[src/rtl/mme_store.sv]
// Element store: one synchronous memory with one write port and one read
// port whose data is registered. No dependencies.
`default_nettype none

module mme_store #(
	parameter int DEPTH = 64,
	parameter int DATA_W = 32,
	localparam int ADDR_W = $clog2(DEPTH)
) (
	input  wire logic              clk,
	input  wire logic              we,
	input  wire logic [ADDR_W-1:0] waddr,
	input  wire logic [DATA_W-1:0] wdata,
	input  wire logic [ADDR_W-1:0] raddr,
	output logic      [DATA_W-1:0] rdata
);

	logic [DATA_W-1:0] mem_q [DEPTH];

	// Write port.
	always_ff @(posedge clk) begin
		if (we) begin
			mem_q[waddr] <= wdata;
		end
	end

	// Read port; the read data is registered.
	always_ff @(posedge clk) begin
		rdata <= mem_q[raddr];
	end

endmodule

`default_nettype wire

[config.mk]
export PLATFORM = sky130hd
export DESIGN_NAME = mme_store
export DESIGN_NICKNAME = d
export VERILOG_FILES = /design/src/rtl/mme_store.sv
export SDC_FILE = /design/constraint.sdc
export NUM_CORES = 2
export LEC_CHECK = 0
export BUFFER_PORTS_ARGS = -buffer_cell sky130_fd_sc_hd__buf_2
export CORE_MARGIN = 2
export CORE_UTILIZATION = 42
export CTS_CLUSTER_SIZE = 12
export DETAILED_ROUTE_END_ITERATION = 7
export SETUP_SLACK_MARGIN = 0.4
export SKIP_LAST_GASP = 1
export SYNTH_ARGS = -nofsm -noshare
export SYNTH_HDL_FRONTEND = slang
export SYNTH_SLANG_ARGS = --single-unit
[constraint.sdc]
create_clock -name clk -period 4.43 [get_ports clk]
set_clock_uncertainty 0.2 [all_clocks]
set_input_delay 0.443 -clock clk [delete_from_list [all_inputs] [get_ports clk]]
set_output_delay 0.443 -clock clk [all_outputs]
set_load 0.03 [all_outputs]
==> Word-level counts from Yosys, hierarchy flattened <==
Memories as Yosys holds them, arrays and structs flattened. A register that Yosys moved wholly into a read port is not among the register bits.
Index checks and enable logic that the tools add are counted.
{ "totals": {"out_inout_bits": 32, "n_memories": 1, "wordCells": 3, "ff_bits": 0, "in_bits": 46, "ramBits": 2048} }
{ "op_classes": {"mux": 2} }
{ "mem_list": {"columns": ["memory", "words", "word_bits", "rd", "rd_clocked_by_memory_dff", "wr", "line_no", "source"], "rows": [
  ["mem_q", 64, 32, 1, 1, 1, "18", "logic [DATA_W-1:0] mem_q [DEPTH];"]
]} }
{ "op_table": {"columns": ["op", "count"], "rows": [
  ["$mux 1", 2]
]} }

==> Longest topological paths before layout <==
{ "depth": {"ltp_word": 2, "ltp_mapped": 10, "depth_no_buf": 5} }

==> Least setup slack after synthesis <==
No wires, ideal clock.
{ "synth_timing": {"path_kind": "input-to-reg", "start": "input waddr[3]", "end": "memory mem_q[48][0], enable pin", "setup_ns": 0.461, "n_path_buf": 1, "setup_slack_ns": 0.627, "arrival_ns": 3.142, "stages": 4, "t_required_ns": 3.769, "cell_sequence": "clkbuf_1 nor2b_1 nand4b_1 nor3_1"} }
{ "synth_rtl": {"columns": ["element", "line_no", "source"], "rows": [
  ["start, declared", "12", "input wire logic [ADDR_W-1:0] waddr,"],
  ["end, declared", "18", null]
]} }
No word-level cell before the write port.

==> results.ini <==
[timing]
tightest_slew_ns=1.29
fin_setup_tns_ns=0
worst_slack_ns=1.51
min_period_ns=2.92
slew_violations=0
rsz0062_at_grt=no
fin_crit_sh_pct=66.0
hold_viol=0
relSlewSlack_pct=13.9
finalSetupViolCount=0
fmax_mhz=342

[setup_path]
ff2ff_path_depth=4
slowest_stage=o22ai_1
path_max_fanout=34
worstPathCellList=buf_8 > buf_4 > mux4_2 > mux4_2 > o22ai_1 > nor2_1
timing.rr.end=rdata[16]
path_class=input port to flip-flop
cp-startpoint=raddr[0]
ff2ff_setup_slack_ns=1.87
endpoint_kind=flip-flop
critPathRequiredTime_ns=4.91
worst_path_most_repeated_cell=mux4_2
endpoint=rdata[16]
critPathMaxStageDelay_ns=0.73
cp-start-kind=input port
timing.rr.start=mem_q[15][16]
cp.arrival_ns=3.41

[global_route]
grtUsageTotal_pct=21.0
grt_first_pass_wirelength_mm=282
grt_overflow_total=0
grt_pass1_vias=37200
grt_max_degree=79
antenna_found_initial=16

[power]
p_total_uw=40700
ir_drop_mv=0.429
power.leakage_uw=0.0278
power_density_nw_per_um2=453

[die]
initial_core_util_pct=42.3
core-area_um2=186000
rows=158
io_pins=78
die_h_um=436
die_x_um=436
die-area_um2=190000

[clock_network]
ctsHoldBuffers=0
cts-buffers-inserted=210
insertion_delay_ns=0.84
cts_tree=built
clock-sinks=2080
post_cts_buffers=0
root_buffer=clkbuf_16
clockBufferDepth=3
h-tree-depth=4
post_cts_resized=0
cts.clk_slew.worst_paths_ns=0.06

[detailed_routing]
drt.antenna.violating_nets=0
vias=36700
wl_per_cell_um=32.0
wl_mm=201
drt_first_pass_iters=5
drc_errors=0
vias_per_cell=5.86
drt_iter0_drc=4562

[placed_design]
port_buffers=77
gp_congestion=0.785
dp_hpwl_mm=111
dp_slack_ns=0.606

[logic_synthesis]
synth_warnings=0
syn_inst=3324
ys_types=34
synth_area_um2=78500
synth_top_area_cell=edfxtp_1
netlist_top_cells_area=edfxtp_1, mux4_2, mux2i_1
async_flop_share_pct=0
synth_most_common_cell=edfxtp_1
synth-seq-cells=2080
ys.flop_type=edfxtp_1
ys_top_cells_by_count=edfxtp_1, mux4_2, nor2_1
netlist.area_leader.share_pct=78.3
yosysSeqAreaShare_pct=79.1
synth_area_per_cell_um2=23.6
synth_nets=3370
synth_edf_count=2048

[layout]
post-route-util_pct=48.4
syn_to_final_growth_pct=14.5
nets=3654
fillCellCount=14700
layout-drive-gt1-share_pct=30.0

[status]
status=finished, final reports clean

[hold_path]
hp-class=input port to flip-flop
hold_depth=2

[flow_run]
drv_cap=0

==> sequential cells by signal, indices dropped and copies added (netlist names) <==
register	count
mem_q	2048
rdata	32
==> worst min-delay path by stage <==
stage | startpoint | to
floorplan | wdata[0] | mem_q[0][0]
global placement | mem_q[12][20] | rdata[20]
detailed placement | mem_q[13][20] | rdata[20]
CTS | wdata[21] | mem_q[18][21]
global route | wdata[21] | mem_q[17][21]
finish | wdata[21] | mem_q[28][21]
==> through the flow <==
| step | std cells | instance area, um2 | hold WS [ns] |
|---|---|---|---|
| after CTS | 6259 | 89900 | 0.0208 |
| after detailed placement | 5876 | 83400 | 0.554 |
| after floorplan | 3324 | 78500 | 0.342 |
| after global routing | 6262 | 89900 | 0.0716 |
| after global placement | 5876 | 83400 | 0.542 |
| final | 6265 | 89900 | 0.0633 |
==> routing by layer <==
| metal | up-vias | wire [um] | global-route usage, % |
|---|---|---|---|
| met1 | 20100 | 82300 | 29.5 |
| met3 | 285 | 14200 | 3.25 |
| met2 | 1512 | 97700 | 33.8 |
| li1 | 14900 | - | - |
| met4 | 8 | 6410 | 7.10 |
| met5 | - | 51 | 0 |
==> placed cells by master, fill, tap and decap left out, types with 14 or more instances in the layout <==
master,n
clkbuf_1,93
o221ai_1,27
a21oi_1,62
buf_4,142
nor2b_1,15
nor2_1,75
nand2_1,26
clkinv_1,23
clkbuf_8,19
mux2i_1,93
mux4_2,544
clkbuf_16,210
o22ai_1,84
dfxtp_1,32
edfxtp_1,2048
clkinv_2,14
buf_2,73
buf_12,35
nor2_4,62
==> cell type report <==
class | instances | area [um2] | area share, %
well taps | 2480 | 3100 | 3.45
clock buffers | 322 | 5870 | 6.53
diodes | 6 | 15.0 | 0.0167
clock inverters | 61 | 604 | 0.672
flip-flops and latches | 2080 | 62100 | 69.1
repair buffers | 254 | 2190 | 2.43
multi-input cells | 1062 | 16000 | 17.8
==> kinds of logic after synthesis <==
kind of cell	count (synthesis)	synth area share (%)
simple gates	223	1.27
flops	2080	79.1
buf+inv	182	1.13
compound gates	202	1.67
mux	637	16.8
==> critical path, delay by kind of cell <==
kind / cells / cell delay [ns]
AND/OR/NAND/NOR: 1 / 0.12
multiplexers: 2 / 1.11
AO/OA/AOI/OAI: 1 / 0.73
buffers and inverters: 2 / 0.92
==> power breakdown <==
part / switching (uW) / leakage (uW) / internal (uW)
Clock: 7320 / 0.00313 / 9460
Combinational: 1300 / 0.00600 / 750
Sequential: 89.4 / 0.0187 / 21800
Total: 8710 / 0.0278 / 32000
Power figures use the tool's default switching activity.
