**src/rtl/mme_pkg.sv**
```systemverilog
// Package for the matrix multiply engine: field widths, opcodes, register
// indexes, the sequencer state type and the control word of the MAC pipeline.
// No dependencies.
`default_nettype none

package mme_pkg;

	// Fixed widths of the item fields and registers.
	localparam int ELEM_W    = 32;
	localparam int IDX_W     = 3;
	localparam int OP_W      = 2;
	localparam int CFG_W     = 4;
	localparam int CFG_IDX_W = 2;
	localparam int ACC_W     = 64;
	localparam int FRAC_W    = 16;

	// Opcodes of an input word.
	localparam logic [OP_W-1:0] OP_LOAD_A  = 2'd0;
	localparam logic [OP_W-1:0] OP_LOAD_B  = 2'd1;
	localparam logic [OP_W-1:0] OP_COMPUTE = 2'd2;

	// Configuration register indexes.
	localparam logic [CFG_IDX_W-1:0] REG_A_ROWS = 2'd0;
	localparam logic [CFG_IDX_W-1:0] REG_A_COLS = 2'd1;
	localparam logic [CFG_IDX_W-1:0] REG_B_ROWS = 2'd2;
	localparam logic [CFG_IDX_W-1:0] REG_B_COLS = 2'd3;

	localparam logic [CFG_W-1:0] CFG_RESET = 4'd4;

	// Sequencer states.
	typedef enum logic [1:0] {
		ST_IDLE,
		ST_RUN,
		ST_ERR,
		ST_WAIT
	} seq_state_t;

	// Control word that travels with each multiply through the pipeline.
	typedef struct packed {
		logic valid;
		logic first_k;
		logic last_k;
		logic last_elem;
		logic err;
	} mac_ctl_t;

endpackage

`default_nettype wire

```
**src/rtl/mme_mac.sv**
```systemverilog
// Multiply-accumulate pipeline: multiply, floor to Q16.16, accumulate and
// saturate, then register the result word. Uses mme_pkg.
`default_nettype none

module mme_mac #(
	parameter int CNT_W = 3,
	parameter int VALUE_WIDTH = 32
) (
	input  wire logic                              clk,
	input  wire logic                              arst_n,
	input  wire mme_pkg::mac_ctl_t                 ctl,
	input  wire logic        [CNT_W-1:0]           row,
	input  wire logic        [CNT_W-1:0]           col,
	input  wire logic signed [mme_pkg::ELEM_W-1:0] a_data,
	input  wire logic signed [mme_pkg::ELEM_W-1:0] b_data,
	output logic                                   result_valid,
	output logic signed      [mme_pkg::ELEM_W-1:0] prod_value,
	output logic             [mme_pkg::IDX_W-1:0]  prod_row,
	output logic             [mme_pkg::IDX_W-1:0]  prod_col,
	output logic                                   last_out,
	output logic                                   format_error
);

	localparam logic [mme_pkg::ACC_W-1:0] SAT_HI =
		(mme_pkg::ACC_W'(1) << (VALUE_WIDTH - 1)) - mme_pkg::ACC_W'(1);
	localparam logic [mme_pkg::ACC_W-1:0] SAT_LO = ~SAT_HI;

	mme_pkg::mac_ctl_t ctl_s1, ctl_s2, ctl_s3;
	logic [CNT_W-1:0] row_s1, row_s2, row_s3;
	logic [CNT_W-1:0] col_s1, col_s2, col_s3;
	logic signed [mme_pkg::ACC_W-1:0] prod_s2;
	logic signed [mme_pkg::ACC_W-1:0] acc_s3;
	logic signed [mme_pkg::ACC_W-1:0] sat_val;

	// Control words follow the memory latency and each pipeline stage.
	always_ff @(posedge clk or negedge arst_n) begin
		if (!arst_n) begin
			ctl_s1 <= '0;
			ctl_s2 <= '0;
			ctl_s3 <= '0;
		end else begin
			ctl_s1 <= ctl;
			ctl_s2 <= ctl_s1;
			ctl_s3 <= ctl_s2;
		end
	end

	// Indices of the product element travel along.
	always_ff @(posedge clk) begin
		row_s1 <= row;
		col_s1 <= col;
		row_s2 <= row_s1;
		col_s2 <= col_s1;
		row_s3 <= row_s2;
		col_s3 <= col_s2;
	end

	// Full Q32.32 product, floored to Q48.16 by an arithmetic shift.
	always_ff @(posedge clk) begin
		prod_s2 <= (mme_pkg::ACC_W'(a_data) * mme_pkg::ACC_W'(b_data)) >>> mme_pkg::FRAC_W;
	end

	// Accumulator restarts on the first term of each dot product.
	always_ff @(posedge clk) begin
		if (ctl_s2.valid) begin
			acc_s3 <= ctl_s2.first_k ? prod_s2 : acc_s3 + prod_s2;
		end
	end

	// Saturate the finished sum to the configured value width.
	always_comb begin
		if (acc_s3 > $signed(SAT_HI)) begin
			sat_val = $signed(SAT_HI);
		end else if (acc_s3 < $signed(SAT_LO)) begin
			sat_val = $signed(SAT_LO);
		end else begin
			sat_val = acc_s3;
		end
	end

	// Result strobe.
	always_ff @(posedge clk or negedge arst_n) begin
		if (!arst_n) begin
			result_valid <= 1'b0;
		end else begin
			result_valid <= ctl_s3.valid && (ctl_s3.last_k || ctl_s3.err);
		end
	end

	// Result word; an error word carries zero value and indices.
	always_ff @(posedge clk) begin
		if (ctl_s3.err) begin
			prod_value <= '0;
			prod_row   <= '0;
			prod_col   <= '0;
		end else begin
			prod_value <= mme_pkg::ELEM_W'(sat_val);
			prod_row   <= mme_pkg::IDX_W'(row_s3);
			prod_col   <= mme_pkg::IDX_W'(col_s3);
		end
		last_out     <= ctl_s3.last_elem;
		format_error <= ctl_s3.err;
	end

endmodule

`default_nettype wire

```
**config.mk**
```make
export PLATFORM = sky130hd
export DESIGN_NAME = mme_mac
export DESIGN_NICKNAME = d
export VERILOG_FILES = /design/src/rtl/mme_pkg.sv /design/src/rtl/mme_mac.sv
export SDC_FILE = /design/constraint.sdc
export NUM_CORES = 2
export LEC_CHECK = 0
export BUFFER_PORTS_ARGS = -buffer_cell sky130_fd_sc_hd__buf_2
export CAP_MARGIN = 15
export CORE_UTILIZATION = 55
export CTS_CLUSTER_SIZE = 40
export DETAILED_ROUTE_END_ITERATION = 10
export GPL_ROUTABILITY_DRIVEN = 0
export PLACE_DENSITY = 0.79
export RECOVER_POWER = 100
export SKIP_CTS_REPAIR_TIMING = 1
export SYNTH_ARGS = -nofsm -noshare
export SYNTH_HDL_FRONTEND = slang
export SYNTH_SLANG_ARGS = --single-unit
```
**constraint.sdc**
```tcl
create_clock -name clk -period 3.45 [get_ports clk]
set_input_delay 0.69 -clock clk [delete_from_list [all_inputs] [get_ports clk]]
set_output_delay 0.69 -clock clk [all_outputs]
set_load 0.01 [all_outputs]
```
# Word level (Yosys, flattened, before mapping)
# Cells that the tools add are included.
# op_classes
addsub	1
multipliers	1
order_cmp	2
n_mux	3
reduce_logical	3
# op_table
operator	count
$add A64 B48 Y64	1
$gt A64 B32 Y1 const B	1
$lt A64 B32 Y1 const B	1
$mul A32 B32 Y64	1
$mux W64	1
$mux W32	1
$mux W31	1
$reduce_or A2 Y1	1
$logic_and A1 B1 Y1	1
$logic_or A1 B1 Y1	1
# totals
reg_bits	185
in_bits	77
out_inout_bits	41
wordCells	39

# Depth between registers and ports, before layout
# logic_depth
word_depth	3
mapped_depth	29
depth_no_buf	28

# Least setup slack after synthesis
# OpenSTA, ideal clock, no wires.
# synth_path
kind	input -> register
from	input port a_data[31] in the netlist's numbering
to	register prod_s2[41] in the netlist's numbering
setup_time_ns	0.072
arrival_ns	7.911
required_ns	3.378
path_slack_ns	-4.533
cell_stages	26
cell_sequence	clkbuf_1 > nand2_1 > inv_1 > fa_1 > inv_1 > fa_1 > inv_1 > fa_1 > fa_1 > inv_1 > fa_1 > inv_1 > fa_1 > fa_1 > fa_1 > ha_1 > a21o_1 > a21o_1 > a21o_1 > a21o_1 > a21o_1 > nand4_1 > o21ai_0 > a211o_1 > a21oi_1 > xnor2_1
# synth_between
elab_chain_len	1
# synth_rtl
item	line	text
start: declaration	mme_mac.sv:14	input wire logic signed [mme_pkg::ELEM_W-1:0] a_data,
$mul A32 B32 Y64	mme_mac.sv:60	prod_s2 <= (mme_pkg::ACC_W'(a_data) * mme_pkg::ACC_W'(b_data)) >>> mme_pkg::FRAC_W;
end signal: assignment	mme_mac.sv:60	
end: declaration	mme_mac.sv:31	logic signed [mme_pkg::ACC_W-1:0] prod_s2;
# Every way passes these cells.
# A chain may end at the register's enable or synchronous reset.

# Final worst setup path
# layout_path
from	input port a_data[7] in the netlist's numbering
to	register prod_s2[42] in the netlist's numbering
# Same word-level chain as after synthesis.

==> flow_metrics.py <==
metrics = {
    "synthesis": {
        "synth_top_cell_area_share_pct": 48.8,
        "syn_area_per_cell_sq_um": 9.51,
        "netlist_instances": 4668,
        "synth_cell_types": 70,
        "synth_area_leaders": "fa_1 (49%), inv_1 (8.4%), and2_1 (7.1%), ha_1 (6.9%), nand2_1 (5.4%)",
        "synth_top_cell_by_area": "fa_1",
        "synth_top_flop_cell": "dfxtp_1",
        "synth-edff-count": 64,
        "ys_async_sr_fraction_pct": 8.11,
        "synthTopCellsByCount": "fa_1 (1082), inv_1 (989), nand2_1 (640)",
        "ys_ff_latch": 185,
        "netlist_area_sq_um": 44400,
        "syn_nets": 6070,
        "ys_seq_area_share_pct": 9.96,
        "yosysMostFrequentCell": "fa_1",
        "yosys_warnings": 0,
    },
    "clock_tree": {
        "ctsRootBufferMaster": "clkbuf_16",
        "clock_latency_ns": 0.45,
        "tritoncts": "yes",
        "cts_made_buffers": 17,
        "cts_buffer_depth": 2,
        "htree_levels": 4,
        "cts_sinks": 185,
        "clk_pin_slew_ns": 0.07,
    },
    "setup_path": {
        "setup.worst_path.start_class": "input port",
        "path_class": "in -> reg",
        "critPathCaptureType": "flop",
        "crit_top_cell": "fa_1",
        "cp_max_fo": 9,
        "cp_slowest_cell": "fa_1",
        "cp.arrival_ns": 7.79,
        "max_stage_delay_ns": 0.58,
        "cp_data_required_time_ns": 3.79,
    },
    "global_routing": {
        "busiest_layer": "met2",
        "grt_usage_pct": 29.4,
        "first_global_vias": 36800,
        "grt_use_met2_pct": 47.4,
        "gr-total-overflow": 0,
        "grt_start_max_net_pins": 53,
        "met3_usage_pct": 5.96,
        "grt_pass1_wl_um": 191000,
        "antenna_found_initial": 0,
        "grtUsageMet1_pct": 41.0,
    },
    "timing": {
        "slew_headroom_pct": -12.8,
        "worst_pin_slew_ns": 1.69,
        "fin_ws_ns": -4.01,
        "period_share_pct": 216,
        "fmax_mhz": 134,
        "rsz0062_at_grt": "yes",
        "finalHoldViolCount": 0,
        "worst_clock_skew_ns": 0.0124,
        "finalHoldWorstSlack_ns": 0.287,
        "setup_viol": 54,
        "drv_slew": 41,
        "fin_crit_ns": 7.46,
    },
    "drt": {
        "avgRoutedWirePerCell_um": 20.2,
        "vias": 34700,
        "drc_errors": 0,
        "drt_wl_total_um": 124000,
        "antenna_left": 0,
        "viasPerCell": 5.63,
        "first_pass_iters": 6,
        "drt-initial-drc-count": 3046,
    },
    "final_layout": {
        "fill_cells": 5651,
        "regArea_sq_um": 4420,
        "area_delta_synth_final_pct": 18.1,
        "design_area_sq_um": 52400,
        "diodes": 0,
        "layout-drive-gt1-share_pct": 17.9,
        "multi_input_area_sq_um": 36600,
        "fin_nets": 6494,
    },
    "status": {
        "violations": "capacitance limit, slew limit, setup timing",
        "outcome": "finished with violations",
    },
    "die": {
        "core_area_sq_um": 79400,
        "io_pins": 118,
        "die-width_um": 286,
        "die_h_um": 286,
        "die-area_sq_um": 81800,
        "core.rowCount": 103,
        "start_util_pct": 55.9,
    },
    "run": {
        "max_cap_violations": 1,
    },
    "place": {
        "hpwl_um": 100000,
        "placed_cell_area_sq_um": 49700,
        "portBuffers": 117,
    },
    "hold_path": {
        "hold_class": "in -> async",
    },
}
-- critical path: cells and delay by family --
| family | cells | cell delay, ns |
|---|---|---|
| compound gates | 7 | 1.44 |
| xor+xnor | 1 | 0.13 |
| fa+ha+maj | 9 | 4.23 |
| buf+inv | 8 | 0.98 |
| simple gates | 2 | 0.32 |
-- layout make-up --
cell class	count	area share [%]
multi-input cells	3263	69.9
flip-flops and latches	185	8.43
clock inverters	13	0.227
inverters	989	7.09
repair buffers	636	11.0
clock buffers	19	0.886
well taps	1050	2.51
-- metrics by stage --
| stage | setup TNS [ns] | setup slack [ns] | utilization (%) | instances |
|---|---|---|---|---|
| 2_1_floorplan | -159.14 | -4.19 | - | 4668 |
| 3_3_place_gp | -187.57 | -4.42 | 62.7 | 6061 |
| 3_5_place_dp | -194.18 | -4.68 | 62.7 | 6061 |
| 4_1_cts | -172.04 | -4.20 | 63.4 | 6093 |
| 5_1_grt | -173.62 | -4.13 | 66.0 | 6155 |
| 6_report | -165.21 | -4.01 | 66.0 | 6155 |
-- routing by layer --
| layer | up-vias | routed length (um) | share of wire [%] |
|---|---|---|---|
| li1 | 14800 | - | - |
| met1 | 17500 | 48600 | 39 |
| met2 | 1934 | 58200 | 47 |
| met3 | 393 | 12800 | 10 |
| met4 | 0 | 4970 | 4.0 |
| met5 | - | 0 | 0 |
-- layout by cell type (no fill, tap or decap), types with 50 or more instances in the layout --
master    instances
a21oi_1         113
edfxtp_1         64
buf_6            57
inv_1           952
o21ai_0          94
dfxtp_1         106
and2_1          468
fa_2             68
buf_12           50
a21o_1           53
fa_1           1014
ha_1            207
buf_4           430
nor2_1           56
nand2_1         625
xnor2_1          66
-- cell families after synthesis --
| group | Yosys count | synth area share (%) |
|---|---|---|
| simple gates | 1378 | 15.5 |
| fa+ha+maj | 1325 | 55.7 |
| buf+inv | 1220 | 10.3 |
| compound gates | 439 | 6.17 |
| flops | 185 | 9.96 |
| xor+xnor | 118 | 2.33 |
| mux | 3 | 0.0761 |
-- final timing paths --
check                                          from                    to  slack (ns)  depth (start not counted)
worst max register to register  acc_s3[0]$_DFFE_PP_  acc_s3[60]$_DFFE_PP_       -0.11                         13
worst min-delay path                         arst_n   ctl_s2[0]$_DFF_PN0_        0.29                          1
max in group asynchronous                    arst_n   ctl_s2[2]$_DFF_PN0_        2.69                          1
worst min register to register    row_s2[1]$_DFF_P_     row_s3[1]$_DFF_P_        0.33                          0
worst max-delay path                      a_data[7]   prod_s2[42]$_DFF_P_       -4.01                         27
min in group clk                  row_s2[1]$_DFF_P_     row_s3[1]$_DFF_P_        0.33                          0
-- flip-flops by register name, indices dropped and copies added, names as in the netlist, 4 cells and up --
name / flops
prod_s2: 48
ctl_s1: 5
ctl_s3: 4
acc_s3: 64
ctl_s2: 5
prod_value: 32
Power is left out: the tool's default activity adds up to more than one toggle a clock period on the data nets, which glitch-free logic cannot reach.
