## config.mk

```make
export PLATFORM = sky130hd
export DESIGN_NAME = mme_seq
export DESIGN_NICKNAME = d
export VERILOG_FILES = /design/src/rtl/mme_pkg.sv /design/src/rtl/mme_seq.sv
export SDC_FILE = /design/constraint.sdc
export NUM_CORES = 1
export LEC_CHECK = 0
export ABC_AREA = 1
export ABC_CLOCK_PERIOD_IN_PS = 2370
export BUFFER_PORTS_ARGS = -buffer_cell sky130_fd_sc_hd__buf_4
export CAP_MARGIN = 10
export CORE_AREA = 2 2 49 62
export DETAILED_ROUTE_END_ITERATION = 10
export DIE_AREA = 0 0 51 64
export PLACE_DENSITY = 0.82
export SYNTH_ARGS = -nofsm -noshare
export SYNTH_HDL_FRONTEND = slang
export SYNTH_SLANG_ARGS = --single-unit
```

## constraint.sdc

```tcl
create_clock -name clk -period 2.37 [get_ports clk]
set_input_delay 0.5925 -clock clk [delete_from_list [all_inputs] [get_ports clk]]
set_output_delay 0.5925 -clock clk [all_outputs]
set_load 0.01 [all_outputs]
```

## src/rtl/mme_pkg.sv

```systemverilog
// Package for the matrix multiply engine: field widths, opcodes, register
// indexes, the sequencer state type and the control word of the MAC pipeline.
// No dependencies.
`default_nettype none

package mme_pkg;

	// Fixed widths of the item fields and registers.
	localparam int ELEM_W    = 32;
	localparam int IDX_W     = 3;
	localparam int OP_W      = 2;
	localparam int CFG_W     = 4;
	localparam int CFG_IDX_W = 2;
	localparam int ACC_W     = 64;
	localparam int FRAC_W    = 16;

	// Opcodes of an input word.
	localparam logic [OP_W-1:0] OP_LOAD_A  = 2'd0;
	localparam logic [OP_W-1:0] OP_LOAD_B  = 2'd1;
	localparam logic [OP_W-1:0] OP_COMPUTE = 2'd2;

	// Configuration register indexes.
	localparam logic [CFG_IDX_W-1:0] REG_A_ROWS = 2'd0;
	localparam logic [CFG_IDX_W-1:0] REG_A_COLS = 2'd1;
	localparam logic [CFG_IDX_W-1:0] REG_B_ROWS = 2'd2;
	localparam logic [CFG_IDX_W-1:0] REG_B_COLS = 2'd3;

	localparam logic [CFG_W-1:0] CFG_RESET = 4'd4;

	// Sequencer states.
	typedef enum logic [1:0] {
		ST_IDLE,
		ST_RUN,
		ST_ERR,
		ST_WAIT
	} seq_state_t;

	// Control word that travels with each multiply through the pipeline.
	typedef struct packed {
		logic valid;
		logic first_k;
		logic last_k;
		logic last_elem;
		logic err;
	} mac_ctl_t;

endpackage

`default_nettype wire

```

## src/rtl/mme_seq.sv

```systemverilog
// Sequencer of the matrix multiply engine: clamps the dimensions, checks the
// format and walks row, column and dot-product index. Uses mme_pkg.
`default_nettype none

module mme_seq #(
	parameter int MAX_DIM = 8,
	localparam int CNT_W = $clog2(MAX_DIM),
	localparam int DIM_W = $clog2(MAX_DIM + 1),
	localparam int ADDR_W = $clog2(MAX_DIM * MAX_DIM)
) (
	input  wire logic                    clk,
	input  wire logic                    arst_n,
	input  wire logic                    start,
	input  wire logic [mme_pkg::OP_W-1:0] opcode,
	input  wire logic [mme_pkg::CFG_W-1:0] a_rows,
	input  wire logic [mme_pkg::CFG_W-1:0] a_cols,
	input  wire logic [mme_pkg::CFG_W-1:0] b_rows,
	input  wire logic [mme_pkg::CFG_W-1:0] b_cols,
	input  wire logic                    done,
	output logic                         busy,
	output mme_pkg::mac_ctl_t            ctl,
	output logic      [CNT_W-1:0]        row,
	output logic      [CNT_W-1:0]        col,
	output logic      [ADDR_W-1:0]       a_raddr,
	output logic      [ADDR_W-1:0]       b_raddr
);

	mme_pkg::seq_state_t state_q, state_d;
	logic [CNT_W-1:0] i_q, j_q, k_q;
	logic [DIM_W-1:0] ar, ac, br, bc;
	logic [CNT_W-1:0] i_last, j_last, k_last;
	logic             accept, compute, mismatch;
	logic             k_end, j_end, i_end;

	// A zero counts as one, a value above the maximum counts as the maximum.
	function automatic logic [DIM_W-1:0] clamp_dim(input logic [mme_pkg::CFG_W-1:0] r);
		logic [DIM_W-1:0] d;
		if (r == '0) begin
			d = DIM_W'(1);
		end else if ((DIM_W + mme_pkg::CFG_W)'(r) > (DIM_W + mme_pkg::CFG_W)'(MAX_DIM)) begin
			d = DIM_W'(MAX_DIM);
		end else begin
			d = DIM_W'(r);
		end
		return d;
	endfunction

	// Dimensions and the last value of each index.
	always_comb begin
		ar = clamp_dim(a_rows);
		ac = clamp_dim(a_cols);
		br = clamp_dim(b_rows);
		bc = clamp_dim(b_cols);
		i_last = CNT_W'(ar - DIM_W'(1));
		j_last = CNT_W'(bc - DIM_W'(1));
		k_last = CNT_W'(ac - DIM_W'(1));
		mismatch = (ac != br);
	end

	assign busy    = (state_q != mme_pkg::ST_IDLE);
	assign accept  = start && !busy;
	assign compute = accept && (opcode == mme_pkg::OP_COMPUTE);
	assign k_end   = (k_q == k_last);
	assign j_end   = (j_q == j_last);
	assign i_end   = (i_q == i_last);

	// Next state.
	always_comb begin
		state_d = state_q;
		case (state_q)
			mme_pkg::ST_IDLE: begin
				if (compute) begin
					state_d = mismatch ? mme_pkg::ST_ERR : mme_pkg::ST_RUN;
				end
			end
			mme_pkg::ST_RUN: begin
				if (k_end && j_end && i_end) begin
					state_d = mme_pkg::ST_WAIT;
				end
			end
			mme_pkg::ST_ERR: begin
				state_d = mme_pkg::ST_WAIT;
			end
			mme_pkg::ST_WAIT: begin
				if (done) begin
					state_d = mme_pkg::ST_IDLE;
				end
			end
			default: begin
				state_d = mme_pkg::ST_IDLE;
			end
		endcase
	end

	// Outputs: the control word and read addresses of the current step.
	always_comb begin
		ctl = '0;
		case (state_q)
			mme_pkg::ST_RUN: begin
				ctl.valid     = 1'b1;
				ctl.first_k   = (k_q == '0);
				ctl.last_k    = k_end;
				ctl.last_elem = j_end && i_end;
			end
			mme_pkg::ST_ERR: begin
				ctl.valid     = 1'b1;
				ctl.last_elem = 1'b1;
				ctl.err       = 1'b1;
			end
			default: begin
				ctl = '0;
			end
		endcase
		row     = i_q;
		col     = j_q;
		a_raddr = ADDR_W'(i_q) * ADDR_W'(MAX_DIM) + ADDR_W'(k_q);
		b_raddr = ADDR_W'(k_q) * ADDR_W'(MAX_DIM) + ADDR_W'(j_q);
	end

	// State register.
	always_ff @(posedge clk or negedge arst_n) begin
		if (!arst_n) begin
			state_q <= mme_pkg::ST_IDLE;
		end else begin
			state_q <= state_d;
		end
	end

	// Index counters: k innermost, then column, then row.
	always_ff @(posedge clk or negedge arst_n) begin
		if (!arst_n) begin
			i_q <= '0;
			j_q <= '0;
			k_q <= '0;
		end else if (compute) begin
			i_q <= '0;
			j_q <= '0;
			k_q <= '0;
		end else if (state_q == mme_pkg::ST_RUN) begin
			if (!k_end) begin
				k_q <= k_q + CNT_W'(1);
			end else begin
				k_q <= '0;
				if (!j_end) begin
					j_q <= j_q + CNT_W'(1);
				end else begin
					j_q <= '0;
					i_q <= i_q + CNT_W'(1);
				end
			end
		end
	end

endmodule

`default_nettype wire

```

Yosys cells after proc, flatten, opt, wreduce, memory -nomap -nowiden
Index checks and enable logic that the tools add are counted.
{ "totals": {"in_bits": 22, "ff_bits": 11, "output_inout_bits": 24, "word_cells": 75} }
{ "op_classes": {"n_addsub": 8, "n_eq_ne": 11, "muxes": 28, "order_cmp": 4, "reduce_logical": 20} }
{ "ops": {"columns": ["operator", "n"], "rows": [
  ["$mux 3", 15],
  ["$gt 4x4->1 const B", 4],
  ["$logic_not 4->1", 4],
  ["$mux 4", 4],
  ["$add 6x3->6", 2],
  ["$mux 2", 5],
  ["$add 3x1->3 const B", 3],
  ["$eq 3x3->1", 3],
  ["$sub 3x1->3 const B", 3],
  ["$pmux 2 s4", 1],
  ["$reduce_bool 2->1", 4],
  ["$eq 2x2->1 const B", 3],
  ["$ne 2x2->1 const B", 3],
  ["$reduce_and 3->1", 2],
  ["$logic_and 1x1->1", 5],
  ["$ne 4x4->1", 1],
  ["$logic_not 3->1", 1],
  ["$eq 2x1->1 const B", 1],
  ["$logic_not 2->1", 1],
  ["$mux 1", 2],
  ["$pmux 1 s2", 1],
  ["$reduce_and 2->1", 1],
  ["$reduce_or 2->1", 1],
  ["$logic_not 1->1", 1]
]} }

Logic depth before layout (Yosys ltp)
Gate-level depths: netlist of run 1.
{ "depth": {"depth_word": 9, "depth_mapped": 17, "depth_no_buf": 17} }

Worst setup path before layout of run 1
OpenSTA, ideal clock, no wires.
{ "synth_timing": {"path_type": "input to output", "startpoint": "input b_cols[1] in the netlist's numbering", "endpoint": "output ctl[1] in the netlist's numbering", "t_arrival_ns": 1.746, "path_slack_ns": 0.031, "cell_stages": 9, "required_time_ns": 1.778, "n_path_buf": 0, "path_cell_list": "nor3_1 -> o21ai_0 -> ha_1 -> xor2_1 -> nand2_1 -> nor2_4 -> nand2_1 -> nor2_1 -> o21a_1"} }
{ "synth_lines": {"columns": ["item", "line_no", "rtl"], "rows": [
  ["start, declared", "mme_seq.sv:18", "input wire logic [mme_pkg::CFG_W-1:0] b_cols,"],
  ["end, declared", "mme_seq.sv:21", "output mme_pkg::mac_ctl_t ctl,"]
]} }

==> results of run 1 <==
worst max-delay path, stage by stage:
cell and delay (ns):
buf_4 0.12, nor3_2 0.16, o21ai_1 0.08, ha_2 0.32
xor2_1 0.16, nand2_2 0.09, nor2_4 0.12, nand2_2 0.07
nor2_2 0.08, o21a_1 0.11, buf_4 0.11
synthesized netlist by cell type (4+ instances only):
master | instances | area [um^2]
inv_2 | 4 | 15.01
ha_1 | 11 | 137.6
o21ai_0 | 7 | 35.03
nand3_1 | 20 | 100.1
nand2_1 | 58 | 217.7
xor2_1 | 5 | 43.79
dfrtp_1 | 11 | 275.3
inv_1 | 25 | 93.84
nand2_2 | 4 | 25.02
buf_4 | 9 | 67.56
nor2_1 | 20 | 75.07
worst min path at each step:
stage,from,end,slack (ns)
2_1_floorplan,arst_n,col[0]$_DFFE_PN0P_,0.30
3_3_place_gp,arst_n,row[0]$_DFFE_PN0P_,0.43
6_report,arst_n,col[0]$_DFFE_PN0P_,0.13
3_5_place_dp,arst_n,row[1]$_DFFE_PN0P_,0.43
5_1_grt,arst_n,col[0]$_DFFE_PN0P_,0.13
4_1_cts,arst_n,col[0]$_DFFE_PN0P_,0.12
metal layers:
metal / wire, um / vias to the layer above / GRT usage
met5: 0 / - / 0
met1: 1325 / 668 / 0.2687
li1: - / 759 / -
met4: 91 / 0 / 0.1014
met3: 176 / 10 / 0.03505
met2: 1936 / 49 / 0.4481
state kept, by name, summed over array words and instances, names as in the netlist:
name / flops
col: 3
k_q: 3
row: 3
state_q: 2
what timing repair did:
action / 4_1_cts / 5_1_grt
resized for setup: 23 / 19
buffers inserted: 12 / 4
setup endpoints to repair: 2 / 11
hold buffers: 0 / 0
pin swaps: 8 / 9
power by group through the flow:
stage          Combinational (mW)  Sequential (mW)  Clock [mW]
3_3_place_gp                 1.06            0.407           0
4_1_cts                      1.19            0.409       0.139
6_report                     1.25            0.412       0.137
3_5_place_dp                 1.09            0.411           0
2_1_floorplan               0.697            0.413           0
5_1_grt                      1.38            0.428       0.146
layout make-up:
type | count | share of cell area
clock buffer | 4 | 0.01324
inverter | 30 | 0.05738
multi-input combinational | 147 | 0.4685
sequential | 11 | 0.1387
tap | 34 | 0.02144
timing repair buffer | 78 | 0.3008
cell families after synthesis:
| family | Yosys count | synth area share |
|---|---|---|
| xor+xnor | 8 | 0.05485 |
| fa+ha+maj | 11 | 0.1077 |
| flops | 11 | 0.2155 |
| simple gates | 110 | 0.3790 |
| compound gates | 18 | 0.09109 |
| buf+inv | 41 | 0.1518 |
through the flow:
| stage | utilization | TNS, ns |
|---|---|---|
| floorplan | - | 0 |
| global placement | 0.6568 | -0.4208 |
| detailed placement | 0.6568 | -0.5768 |
| CTS | 0.7280 | -0.4569 |
| global route | 0.7478 | -0.7410 |
| finish | 0.7478 | -0.3758 |
==> run_results.csv, run 1 <==
group,metric,value,unit
finish,n_antenna_cell,0,
power_and_ir_drop,switching_share,0.4760,
floorplanning,die_h,64,um
synthesis,ys.flop_type,"dfrtp_1",
sta,max-slew-margin-rel,0.5757,
clock_network,cts.sinks,11,
synthesis,yosysWarnings,0,
finish,ff_latch_area,275.3,um^2
finish,final_cells,304,
floorplanning,start_util,0.4814,
finish,fill_cells,212,
clock_network,insertion_delay,0.28,ns
power_and_ir_drop,p_switching,0.8542,mW
placement,detailedPlace.worstSlack,-0.2386,ns
critical_path,worstSetupStartpoint,"b_cols[1]",
finish,layout_commonest_cell,"buf_4",
clock_network,cts_buffer_depth,2,
grt,grt_max_degree,12,
critical_path,crit_type,"primary input to primary output",
finish,layout.nets,304,
sta,fmax,381.8,MHz
floorplanning,coreArea,2654,um^2
power_and_ir_drop,peakVddDrop,0.0008343,V
critical_path,worstSetupEndpointType,"primary output",
sta,fin_skew,0.003846,ns
route,drc,0,
synthesis,syn_inst,199,
synthesis,syn_nets,232,
placement,dp_cells,289,
placement,placed_area,1743,um^2
grt,grt_usage,0.2429,
floorplanning,die-area,3264,um^2
critical_path,critical_path_arrival,2.03,ns
clock_network,cts_tree,"done",
clock_network,cts_made_buffers,3,
finish,drive_above_1_share,0.4556,
sta,worstMarginPinSlew,0.6347,ns
power_and_ir_drop,seqPwrFrac,0.229,
synthesis,ys_seq_area_frac,0.2155,
placement,port-buffer-count,45,
sta,fin_ws,-0.2495,ns
critical_path,r2r_end,"state_q[0]$_DFFE_PN0P_",
floorplanning,io_pins,46,
floorplanning,die_w,51,um
critical_path,r2r_slack,0.46,ns
clock_network,clk_pin_slew_worst_paths,0.07,ns
sta,setup_violations,2,
critical_path,crit_fanout,3,
run_status,violations,"setup timing",
critical_path,rr_startpoint,"state_q[0]$_DFFE_PN0P_",
route,vias_per_cell,4.888,
critical_path,crit_required,1.78,ns
grt,grt_pass1_vias,1434,
critical_path,ff2ff_path_depth,9,
route,wire_per_inst,11.61,um
route,drt-initial-drc-count,34,
grt,grt_pass1_wl,6.072,mm
synthesis,avgSynthCellArea,6.419,um^2
sta,rsz0062_at_grt,"true",
finish,multiInputGateArea,929.6,um^2
power_and_ir_drop,clockPowerShare,0.076,
sta,finalHoldViolCount,0,
finish,syn_to_final_growth,55.34,%
finish,design_area,1984,um^2
critical_path,worstSetupEndpoint,"ctl[1]",
clock_network,cts_root_buffer,"clkbuf_4",
route,route.vias.total,1486,
power_and_ir_drop,p_total,1.795,mW
grt,grt_antenna_before_repair,0,
sta,maxSlewViolCount,0,
sta,fin_crit_sh,1.105,
route,routed_wl,3.529,mm
worst_hold_path,hold_class,"primary input to async pin",
placement,gp_congestion,0.7534,
synthesis,yosysUniqueCellTypes,25,
job,maxCapViolations,0,
route,first_pass_iters,4,
sta,hold_ws,0.1251,ns
finish,layout_common_cells,"75 x buf_4, 46 x nand2_1, 24 x inv_1",
synthesis,synth_seq_cells,11,
placement,dp_hpwl,2.490,mm
synthesis,synthesis.area,1277,um^2
clock_network,htree_levels,1,
power_and_ir_drop,powerDensity,904.4,nW/um^2
power_and_ir_drop,p_leak,1.104,nW
power_and_ir_drop,pwr-share-comb,0.694,
synthesis,synth-edff-count,0,
synthesis,synthArstFlopShare,1.000,
route,drtAntennaViolNets,0,
critical_path,start_kind,"primary input",
grt,grt-ovfl-total,0,
floorplanning,fp-row-count,21,
power_and_ir_drop,p_int,0.9404,mW
run_status,outcome,"complete, but fails checks",
sta,fin_crit,2.619,ns
(Power assumes the default switching activity.)
==> inputs of run 2 (changes only) <==
--- a/config.mk
+++ b/config.mk
@@ -6,13 +6,13 @@
 export NUM_CORES = 1
 export LEC_CHECK = 0
 export ABC_AREA = 1
-export ABC_CLOCK_PERIOD_IN_PS = 2370
+export ABC_CLOCK_PERIOD_IN_PS = 2200
 export BUFFER_PORTS_ARGS = -buffer_cell sky130_fd_sc_hd__buf_4
 export CAP_MARGIN = 10
-export CORE_AREA = 2 2 49 62
+export CORE_AREA = 2 2 51 65
 export DETAILED_ROUTE_END_ITERATION = 10
-export DIE_AREA = 0 0 51 64
-export PLACE_DENSITY = 0.82
+export DIE_AREA = 0 0 53 67
+export PLACE_DENSITY = 0.79
 export SYNTH_ARGS = -nofsm -noshare
 export SYNTH_HDL_FRONTEND = slang
 export SYNTH_SLANG_ARGS = --single-unit
==> constraint.sdc (replaced) <==
create_clock -name clk -period 2.2 [get_ports clk]
set_input_delay 0.55 -clock clk [delete_from_list [all_inputs] [get_ports clk]]
set_output_delay 0.55 -clock clk [all_outputs]
set_load 0.01 [all_outputs]
==> run 2 against run 1 <==
Effect of this change: the flow still finishes with violations (setup timing); clock skew increased by 0.0036 ns; critical path type unchanged; non-clock buffer count decreased by 6; combinational power about the same; sequential power increased by 7.8%; critical path depth unchanged; flip-flop and latch count unchanged; critical endpoint unchanged; highest routed layer unchanged; hold slack got worse by 0.024 ns; cell count decreased by 1.3%; clock power about the same.
==> run_results.csv, run 2 (synthesized netlist as in run 1, its figures left out) <==
group,metric,value,unit
route,routed_wl,3.175,mm
power_and_ir_drop,switching_share,0.4613,
clock_network,cts_made_buffers,3,
clock_network,clk_pin_slew_worst_paths,0.07,ns
grt,grt-ovfl-total,0,
power_and_ir_drop,seqPwrFrac,0.243,
clock_network,cts.sinks,11,
sta,finalHoldViolCount,0,
finish,layout_common_cells,"64 x buf_4, 50 x nand2_1, 22 x inv_1",
sta,setup_violations,2,
clock_network,cts_tree,"done",
power_and_ir_drop,p_leak,1.071,nW
grt,grt_usage,0.1932,
critical_path,start_kind,"primary input",
sta,fin_ws,-0.3356,ns
power_and_ir_drop,powerDensity,928.1,nW/um^2
clock_network,htree_levels,1,
floorplanning,coreArea,2890,um^2
placement,dp_hpwl,2.365,mm
power_and_ir_drop,p_switching,0.8437,mW
floorplanning,io_pins,46,
sta,rsz0062_at_grt,"true",
sta,fin_crit,2.536,ns
grt,grt_antenna_before_repair,0,
critical_path,r2r_end,"row[1]$_DFFE_PN0P_",
critical_path,ff2ff_path_depth,12,
job,maxCapViolations,0,
finish,syn_to_final_growth,54.26,%
route,route.vias.total,1441,
floorplanning,die-area,3551,um^2
clock_network,cts_root_buffer,"clkbuf_4",
route,drt-initial-drc-count,31,
worst_hold_path,hold_class,"primary input to async pin",
sta,maxSlewViolCount,0,
floorplanning,fp-row-count,22,
sta,max-slew-margin-rel,0.8112,
floorplanning,die_h,67,um
route,drc,0,
route,drtAntennaViolNets,0,
critical_path,crit_fanout,4,
sta,worstMarginPinSlew,0.2813,ns
sta,tns,-0.5041,ns
power_and_ir_drop,p_total,1.829,mW
route,wire_per_inst,10.58,um
critical_path,worstSetupEndpointType,"primary output",
clock_network,holdBufCountCts,0,
sta,fin_crit_sh,1.153,
power_and_ir_drop,peakVddDrop,0.0007196,V
grt,grt_max_degree,12,
route,first_pass_iters,4,
critical_path,worstSetupStartpoint,"b_cols[1]",
run_status,outcome,"complete, but fails checks",
power_and_ir_drop,pwr-share-comb,0.681,
critical_path,crit_required,1.65,ns
sta,fin_skew,0.007450,ns
sta,hold_ws,0.1010,ns
floorplanning,start_util,0.4420,
critical_path,rr_startpoint,"k_q[2]$_DFFE_PN0P_",
sta,fmax,394.4,MHz
route,vias_per_cell,4.803,
finish,final_cells,300,
grt,grt_pass1_vias,1385,
run_status,violations,"setup timing",
finish,n_antenna_cell,0,
placement,dp_cells,291,
power_and_ir_drop,p_int,0.9852,mW
finish,layout.nets,298,
power_and_ir_drop,clockPowerShare,0.076,
critical_path,critical_path_arrival,1.99,ns
finish,drive_above_1_share,0.4242,
placement,port-buffer-count,45,
floorplanning,die_w,53,um
placement,gp_congestion,0.7743,
clock_network,cts_buffer_depth,2,
critical_path,r2r_slack,0.54,ns
finish,layout_commonest_cell,"buf_4",
critical_path,crit_type,"primary input to primary output",
grt,grt_pass1_wl,5.264,mm
clock_network,insertion_delay,0.27,ns
==> run 2: changes by cell type in the layout (fill, tap and decap cells not counted), sizes merged <==
cell  previous run  this run
buf             78        72
==> run 2: how the worst max path moves through the flow <==
stage | endpoint | slack [ns] | cells after the start
after floorplan | ctl[1] | -0.05 | 9
final | ctl[1] | -0.34 | 11
after detailed placement | ctl[1] | -0.35 | 11
after global routing | ctl[1] | -0.45 | 13
after global placement | ctl[1] | -0.31 | 11
after CTS | ctl[1] | -0.32 | 15
==> run 2: layer usage <==
layer  global-route usage  up-vias  routed length (um)
li1                     -      748                   -
met2               0.3734       40                1781
met4              0.08974        0                  42
met5                    0        -                   0
met3             0.008969        5                 142
met1               0.2063      648                1208
==> run 2: final cells by class <==
type                       count  area [um^2]
timing repair buffer          72        574.3
tap                           36        45.04
multi-input combinational    147        935.9
inverter                      30        113.9
clock buffer                   4        26.28
sequential                    11        275.3
fill                         244        919.6
==> run 2: repair_timing <==
| action | 4_1_cts | 5_1_grt |
|---|---|---|
| pin swaps | 8 | 23 |
| setup endpoints to repair | 2 | 7 |
| resized for setup | 13 | 29 |
| buffers inserted | 4 | 1 |
==> run 2: metrics by stage <==
stage	util	setup WS [ns]	instance area, um^2
after floorplan	-	-0.05363	1277
after global placement	0.6039	-0.3088	1745
after detailed placement	0.6039	-0.3545	1745
after CTS	0.6416	-0.3212	1854
after global routing	0.6818	-0.4480	1971
final	0.6818	-0.3356	1971
==> run 2: critical path: stages <==
cell	delay, ns
buf_8	0.11
nor3_4	0.18
o21ai_2	0.09
ha_4	0.26
xor2_1	0.17
nand2_2	0.08
nor2_4	0.12
nand2_1	0.07
nor2_2	0.11
o21a_1	0.14
buf_6	0.10
==> run 2: power groups by stage <==
stage / Combinational (mW) / Sequential, mW / Clock (mW)
floorplan: 0.750 / 0.445 / 0
global placement: 1.14 / 0.441 / 0
detailed placement: 1.16 / 0.447 / 0
CTS: 1.20 / 0.443 / 0.140
global route: 1.40 / 0.462 / 0.151
finish: 1.25 / 0.444 / 0.139
==> inputs of run 3 (changes only) <==
--- a/config.mk
+++ b/config.mk
@@ -9,9 +9,11 @@
 export ABC_CLOCK_PERIOD_IN_PS = 2200
 export BUFFER_PORTS_ARGS = -buffer_cell sky130_fd_sc_hd__buf_4
 export CAP_MARGIN = 10
-export CORE_AREA = 2 2 51 65
+export CELL_PAD_IN_SITES_DETAIL_PLACEMENT = 0
+export CELL_PAD_IN_SITES_GLOBAL_PLACEMENT = 1
+export CORE_AREA = 2 2 62 78
 export DETAILED_ROUTE_END_ITERATION = 10
-export DIE_AREA = 0 0 53 67
+export DIE_AREA = 0 0 64 80
 export PLACE_DENSITY = 0.79
 export SYNTH_ARGS = -nofsm -noshare
 export SYNTH_HDL_FRONTEND = slang
==> run 3 against run 2 <==
Effect of this change: the run still ends with setup timing left; hold slack gained 0.034 ns; clock skew shrank 0.0061 ns; fmax shrank 0.23%; critical endpoint unchanged; highest routed layer unchanged.
==> run_results.csv, run 3 (synthesized netlist as in run 1, its figures left out) <==
group,metric,value,unit
run_status,outcome,"complete, but fails checks",
run_status,violations,"setup timing",
clock_network,cts_made_buffers,3,
floorplanning,coreArea,4358,um^2
sta,max-slew-margin-rel,0.8102,
grt,grt_max_degree,12,
grt,grt_pass1_wl,6.065,mm
finish,syn_to_final_growth,61.41,%
floorplanning,die_h,80,um
finish,final_cells,335,
finish,layout_commonest_cell,"buf_4",
route,wire_per_inst,9.573,um
grt,grt_antenna_before_repair,0,
clock_network,cts_buffer_depth,2,
placement,gp_congestion,0.7808,
finish,design_area,2062,um^2
power_and_ir_drop,powerDensity,912.0,nW/um^2
finish,layout_common_cells,"79 x buf_4, 53 x nand2_1, 24 x inv_1",
grt,globalRouteMet1Util,0.1662,
finish,n_antenna_cell,0,
sta,rsz0062_at_grt,"true",
clock_network,cts_tree,"done",
grt,met2_usage,0.2625,
clock_network,insertion_delay,0.24,ns
floorplanning,die_w,64,um
critical_path,critical_path_arrival,1.99,ns
critical_path,crit_required,1.65,ns
critical_path,worstSetupEndpointType,"primary output",
placement,port-buffer-count,45,
placement,placed_area,1795,um^2
critical_path,slowest_stage,"ha_2",
clock_network,clk_pin_slew_worst_paths,0.05,ns
route,routed_wl,3.207,mm
sta,hold_ws,0.1349,ns
job,maxCapViolations,0,
grt,grt_usage,0.1433,
critical_path,crit_type,"primary input to primary output",
power_and_ir_drop,p_leak,1.129,nW
critical_path,cp_top_family,"simple AND/OR/NAND/NOR gates",
sta,maxSlewViolCount,0,
clock_network,holdBufCountCts,0,
finish,layout.nets,311,
placement,detailedPlace.worstSlack,-0.3729,ns
sta,fin_crit_sh,1.155,
floorplanning,start_util,0.2931,
clock_network,cts.sinks,11,
route,vias_per_cell,4.293,
critical_path,cpPeakStageDelay,0.32,ns
floorplanning,die-area,5120,um^2
finish,post-route-util,0.4732,
grt,grt_busiest_layer,"met2",
grt,grt_pass1_vias,1507,
placement,dp_cells,316,
sta,setup_violations,2,
power_and_ir_drop,p_total,1.880,mW
sta,finalHoldViolCount,0,
critical_path,cp_cell_sequence,"buf_4 > nor3_2 > o21ai_1 > ha_2 > xor2_1 > nand2_1 > nor2_4 > nand2_1 > nor2_1 > o21a_1 > buf_4",
finish,drive_above_1_share,0.4296,
finish,fill_cells,444,
floorplanning,io_pins,46,
route,first_pass_iters,4,
grt,grt-ovfl-total,0,
sta,worstMarginPinSlew,0.2817,ns
sta,fin_ws,-0.3415,ns
worst_hold_path,hold_class,"primary input to async pin",
route,drt-initial-drc-count,34,
critical_path,crit_fanout,3,
critical_path,path_buf_inv,2,
route,drtAntennaViolNets,0,
critical_path,start_kind,"primary input",
sta,fin_crit,2.542,ns
sta,fmax,393.5,MHz
placement,dp_hpwl,2.487,mm
floorplanning,fp-row-count,27,
power_and_ir_drop,peakVddDrop,0.0005917,V
sta,fin_skew,0.001333,ns
route,drc,0,
route,route.vias.total,1438,
sta,tns,-0.5121,ns
clock_network,htree_levels,1,
clock_network,cts_root_buffer,"clkbuf_8",
grt,met3_usage,0.004231,
## run 3: cell types whose count changed in the layout (fill, tap and decap cells not counted), moves of 3 or more
cell,previous run,this run
nand3_2,0,3
buf_4,64,79
nand2_1,50,53
nand2_2,11,7
clkbuf_8,0,3
nand3_1,20,17
clkbuf_4,3,0
## run 3: layout make-up
type                       count  area [um^2]  area share
tap                           58        72.57     0.03519
inverter                      30        113.9     0.05522
clock buffer                   4        45.04     0.02184
sequential                    11        275.3      0.1335
timing repair buffer          85        660.6      0.3204
multi-input combinational    147        894.6      0.4339
## run 3: metal layers
metal	vias up	wire [um]	part of all wire
li1	768	-	-
met1	627	1366	0.43
met2	36	1639	0.51
met3	7	116	0.036
met4	0	85	0.027
met5	-	0	0
## run 3: path summary, 6_finish.rpt
path                                          end              startpoint  slack (ns)  depth (start not counted)
min                            k_q[2]$_DFFE_PN0P_                  arst_n        0.13                          1
min reg2reg                state_q[1]$_DFFE_PN0P_  state_q[1]$_DFFE_PN0P_        0.54                          2
max                                        ctl[1]               b_cols[1]       -0.34                         11
min in group clk           state_q[1]$_DFFE_PN0P_  state_q[1]$_DFFE_PN0P_        0.54                          2
max in group asynchronous      col[0]$_DFFE_PN0P_                  arst_n        1.91                          1
max reg2reg                state_q[0]$_DFFE_PN0P_  state_q[0]$_DFFE_PN0P_        0.64                         10
## run 3: worst register-to-register path, stage by stage, from the launching register on
cell	delay, ns
dfrtp_1	0.42
inv_1	0.10
ha_1	0.25
nand3_1	0.10
buf_4	0.18
nand2_1	0.06
o21ai_0	0.07
inv_1	0.10
nand2_1	0.08
nand2_1	0.06
nand2_1	0.04
## run 3: power by group
| group | internal (mW) | switching (mW) |
|---|---|---|
| Clock | 0.127 | 0.0754 |
| Combinational | 0.626 | 0.613 |
| Sequential | 0.296 | 0.143 |
| Total | 1.05 | 0.832 |
## run 3: what timing repair did
action                     4_1_cts  5_1_grt
resized for setup               10       21
pin swaps                        7        8
setup endpoints to repair        2        4
buffers inserted                20        1
